**src/spc_pkg.sv**
```systemverilog
package spc_pkg;

   localparam int MAX_ELEMENTS_DEF = 1024;
   localparam int ELEM_W           = 11;
   localparam int VERDICT_W        = 2;

   localparam logic [VERDICT_W-1:0] VERDICT_PENDING = 2'd0;
   localparam logic [VERDICT_W-1:0] VERDICT_ACCEPT  = 2'd1;
   localparam logic [VERDICT_W-1:0] VERDICT_REJECT  = 2'd2;

   // Commands from the controller to the datapath.
   typedef struct packed {
      logic capture;
      logic fetch;
      logic decide;
      logic push;
      logic finish;
   } cmd_type;

   // Status from the datapath back to the controller.
   typedef struct packed {
      logic run_push;
      logic push_done;
      logic out_free;
   } status_type;

endpackage

```
**src/spc_controller.sv**
```systemverilog
module spc_controller (
   input  logic                 clock,
   input  logic                 reset,
   input  logic                 req_valid,
   output logic                 req_ready,
   input  spc_pkg::status_type  status,
   output spc_pkg::cmd_type     cmd
);

   localparam logic [2:0] ST_IDLE   = 3'd0;
   localparam logic [2:0] ST_FETCH  = 3'd1;
   localparam logic [2:0] ST_DECIDE = 3'd2;
   localparam logic [2:0] ST_PUSH   = 3'd3;
   localparam logic [2:0] ST_FINISH = 3'd4;

   logic [2:0] state_ff;
   logic [2:0] state_in;

   always_comb begin
      state_in    = state_ff;
      cmd         = '0;
      req_ready   = 1'b0;
      case (state_ff)
         ST_IDLE: begin
            req_ready   = 1'b1;
            cmd.capture = req_valid;
            if (req_valid) begin
               state_in = ST_FETCH;
            end
         end
         ST_FETCH: begin
            cmd.fetch = 1'b1;
            state_in  = ST_DECIDE;
         end
         ST_DECIDE: begin
            cmd.decide = 1'b1;
            state_in   = status.run_push ? ST_PUSH : ST_FINISH;
         end
         ST_PUSH: begin
            cmd.push = 1'b1;
            if (status.push_done) begin
               state_in = ST_FINISH;
            end
         end
         ST_FINISH: begin
            // Hold here until the result register can take the beat.
            cmd.finish = status.out_free;
            if (status.out_free) begin
               state_in = ST_IDLE;
            end
         end
         default: begin
            state_in = ST_IDLE;
         end
      endcase
   end

   always_ff @(posedge clock) begin
      if (reset) begin
         state_ff <= ST_IDLE;
      end else begin
         state_ff <= state_in;
      end
   end

endmodule

```
**config.mk**
```make
export PLATFORM = sky130hd
export DESIGN_NAME = spc_controller
export DESIGN_NICKNAME = d
export VERILOG_FILES = /design/src/spc_pkg.sv /design/src/spc_controller.sv
export SDC_FILE = /design/constraint.sdc
export NUM_CORES = 1
export LEC_CHECK = 0
export BUFFER_PORTS_ARGS = -buffer_cell sky130_fd_sc_hd__buf_2
export CORE_AREA = 2 2 39 41
export DETAILED_ROUTE_END_ITERATION = 6
export DIE_AREA = 0 0 41 43
export PLACE_DENSITY = 0.51
export SETUP_SLACK_MARGIN = 0.05
export SLEW_MARGIN = 20
export SYNTH_ARGS = -nofsm -noshare
export SYNTH_HDL_FRONTEND = slang
export SYNTH_SLANG_ARGS = --single-unit
```
**constraint.sdc**
```tcl
create_clock -name clock -period 1 [get_ports clock]
set_input_delay 0 -clock clock [delete_from_list [all_inputs] [get_ports clock]]
set_output_delay 0 -clock clock [all_outputs]
set_load 0.03 [all_outputs]
```
# Yosys cells after proc, flatten, opt, wreduce, memory -nomap -nowiden
# Index checks and enable logic that the tools add are counted.
totals:
  register_bits: 3
  output_inout_bits: 6
op_classes:
  n_eq_ne: 7
  muxes: 11
  reduce_logical: 2
op_table:
  columns: ["op", "count"]
  rows:
  - ["$pmux 3 s5", 1]
  - ["$mux 3", 4]
  - ["$eq 3x2->1 const B", 2]
  - ["$mux 1", 6]
  - ["$ne 2x2->1 const B", 3]
  - ["$eq 3x1->1 const B", 1]
  - ["$eq 3x3->1 const B", 1]
  - ["$logic_not 3->1", 1]
  - ["$reduce_and 3->1", 1]

# Depth between registers and ports, before layout
logic_depth:
  ltp_word: 3
  mapped_depth: 4
  ltp_nobuf: 3

# Least setup slack after synthesis
# OpenSTA, ideal clock, no wires.
synth_path:
  path_kind: "flip-flop to output port"
  from: "register state_ff[0]"
  to: "output port cmd[4] in the netlist's numbering"
  arrival_ns: 1.318
  path_slack_ns: -0.318
  stages_incl_launch_ff: 4
  n_path_buf: 1
  path_cell_list: "dfxtp_1 > buf_4 > nor3_2 > and2_1"
synth_lines:
  columns: ["item", "line_no", "source"]
  rows:
  - ["start, declared", "spc_controller.sv:16", "logic [2:0] state_ff;"]
  - ["start signal, assigned", "spc_controller.sv:62", "state_ff <= state_in;"]
  - ["end, declared", "spc_controller.sv:7", "output spc_pkg::cmd_type cmd"]

==> key figures <==
Run status
  • Outcome: finished with violations
  • Failing checks: setup timing

Floorplanning
  • Row cnt: 14
  • I/O pins: 12
  • Die Footprint: around 1800 um^2
  • Initial Util: between 10% and 20%
  • Core Footprint: 1380 um^2
  • Die height: 43 um
  • DIE WIDTH: about 41 um

GRT
  • Vias in the first global route: around 260
  • First-pass GRT wire length: about 1000 um
  • Total track usage: around 8.6%
  • Initial antenna violation count: 0
  • Largest net degree at the start of global routing: 9
  • Grt total ovfl: 0

Synthesis
  • Register area share after synthesis: 24.5%
  • Post-synth cell types: 19
  • Mapped Area: about 250 um^2
  • Yosys reg bits: 3
  • Synth Instances: 30
  • Yosys warns: 0
  • Syn Area/Cell: slightly above 8 um^2
  • Syn Nets: 36

Routing
  • Initial DRC count: 0
  • Vias per cell: around 4.5
  • Post-route ant nets: 0
  • DRT Wirelength: just over 700 um
  • Avg WL per Cell: 10.4 um
  • Drt drc: 0
  • Via count: between 300 and 400
  • Pre-Repair DR Iteration Count: 1

STA
  • Fmax: about 0.89 GHz
  • Period Utilization, post-route: 113%
  • Setup Skew: roughly 0.0046 ns
  • Final min period: 1.13 ns
  • Hold Vio Cnt, Final: 0
  • Slew headroom: between 80 and 90%
  • TNS Setup: -0.427 ns
  • # setup viols final: 8
  • Slew @ Worst Pin: 0.232 ns
  • RSZ-0062 raised after global routing: yes
  • Final Max Slew Viols: 0
  • Setup ws final: -0.129 ns

Clock network
  • Clk_lat worst skew: 0.23 ns
  • Clock buffer depth: 2
  • Clock transition at the registers of the reported paths: approximately 0.030 ns
  • CTS tree: built
  • Clock sink count: 3
  • H-tree lvl count: 1
  • Num CTS Buffers: 3
  • Hold buffers post-CTS: 0
  • Clock root buffer: clkbuf_4

Power
  • Pwr Density: ~1400 nW/um^2
  • Max VDD drop: 0.487 mV
  • Combinational power share: between 40% and 50%
  • Switching part of the total: approximately a third
  • Net Sw Power: between 0.2 and 0.25 mW
  • Part of the power in registers: between 20% and 30%
  • Pwr Total: between 0.7 and 0.8 mW
  • P_int: between 0.4 and 0.5 mW
  • Clock share of power: around 30%
  • Reported leakage power: about 0.22 nW

Worst setup path
  • Worst EP required: 1.00 ns
  • Crit path kind: reg -> out
  • CP Max Fanout: 7
  • CP startpoint kind: register
  • CP endpoint kind: primary output
  • CP Data Arrival Time: ~1.1 ns

Place
  • DPL Wire Length: just over 500 um
  • Gpl congestion: 0.658
  • Post-Place Cells: 59
  • DP Area: roughly 380 um^2
  • Port bufs: 11

Run
  • MaxCap Viol Count: 0

Cells and area
  • Finished Layout Cells: 68
  • Commonest non-fill, non-tap cell in the layout: buf_6
  • Fin util: 37.0%
  • Share of post-route cells with drive strength above 1: a little under three quarters
  • Most frequent cells in the layout: 8 x buf_6, 7 x buf_4, 5 x buf_2
  • Largest register FFs: 3
  • Top reg by flops: state_ff
  • Leading registers by flop count: state_ff (3)
  • N_diodes: 0
  • Final net count: between 50 and 60
  • Area delta synth->final: 109%
  • Final Cell Area: 512 um^2

Min path
  • Worst hold path type: in -> reg
[power by group through the flow]
stage / combinational, mW / sequential [mW] / clock [mW]
detailed placement: 0.236 / 0.156 / 0
CTS: 0.286 / 0.154 / 0.219
finish: 0.332 / 0.156 / 0.212
global route: 0.354 / 0.159 / 0.227
floorplan: 0.176 / 0.142 / 0
global placement: 0.235 / 0.156 / 0
[layer usage]
layer,vias to the layer above,GRT usage [%],wire length [um]
li1,151,-,-
met1,150,9.24,255
met2,3,15.0,442
met3,0,0,6
met4,0,6.00,0
met5,-,0,0
[timing repair]
action | 4_1_cts | 5_1_grt
gates cloned | 0 | 0
resized for setup | 15 | 8
buffers inserted | 3 | 2
pin swaps | 4 | 1
hold endpoints to repair | 0 | 0
endpoints found under the setup margin | 7 | 9
[synth_stat cells, drive strengths merged]
master	count	share of area (%)
dfxtp	3	24
nor3b	2	6.1
o22a	1	3.6
a21oi	3	6.1
nand3b	1	3.1
or3	1	2.6
buf	3	8.2
nand3	2	4.1
nand2	2	3.1
mux2i	1	4.1
nor3	4	14
and3	1	2.6
nor2	1	1.5
nand2b	2	5.1
and2	1	2.6
and3b	1	3.6
nor4	1	5.1
[through the flow]
step / hold slack, ns / setup WS [ns]
6_report: 0.0386 / -0.129
4_1_cts: 0.0156 / -0.137
3_3_place_gp: 0.243 / 0.0181
2_1_floorplan: 0.0657 / -0.0814
3_5_place_dp: 0.251 / 0.00301
5_1_grt: 0.0441 / -0.160
[critical path: stages, from the launching register on]
cell,delay [ns]
dfxtp_2,0.31
buf_6,0.13
nor3_4,0.18
and2_4,0.16
buf_6,0.12
[path summary, 6_finish.rpt]
kind	from	end	slack (ns)	cells after the start
min	reset	state_ff[0]	0.04	2
min reg2reg	state_ff[2]	state_ff[2]	0.61	3
max reg2reg	state_ff[0]	state_ff[2]	-0.04	5
max	state_ff[0]	cmd[4]	-0.13	4
[logic make-up after synthesis]
family                 count (synthesis)  share of synthesized area [%]
buffers and inverters                  3                           8.16
AOI/OAI and AO/OA                      4                           9.69
and+or+nand+nor                       19                           53.6
DFF                                    3                           24.5
muxes                                  1                           4.08
[cell type report]
cell class                 count  area, um^2
fill                         137         872
timing repair buffer          21         188
tap                           16        20.0
sequential                     3        68.8
multi-input combinational     24         209
clock buffer                   4        26.3
No activity file was read; power rests on OpenSTA's default activity.
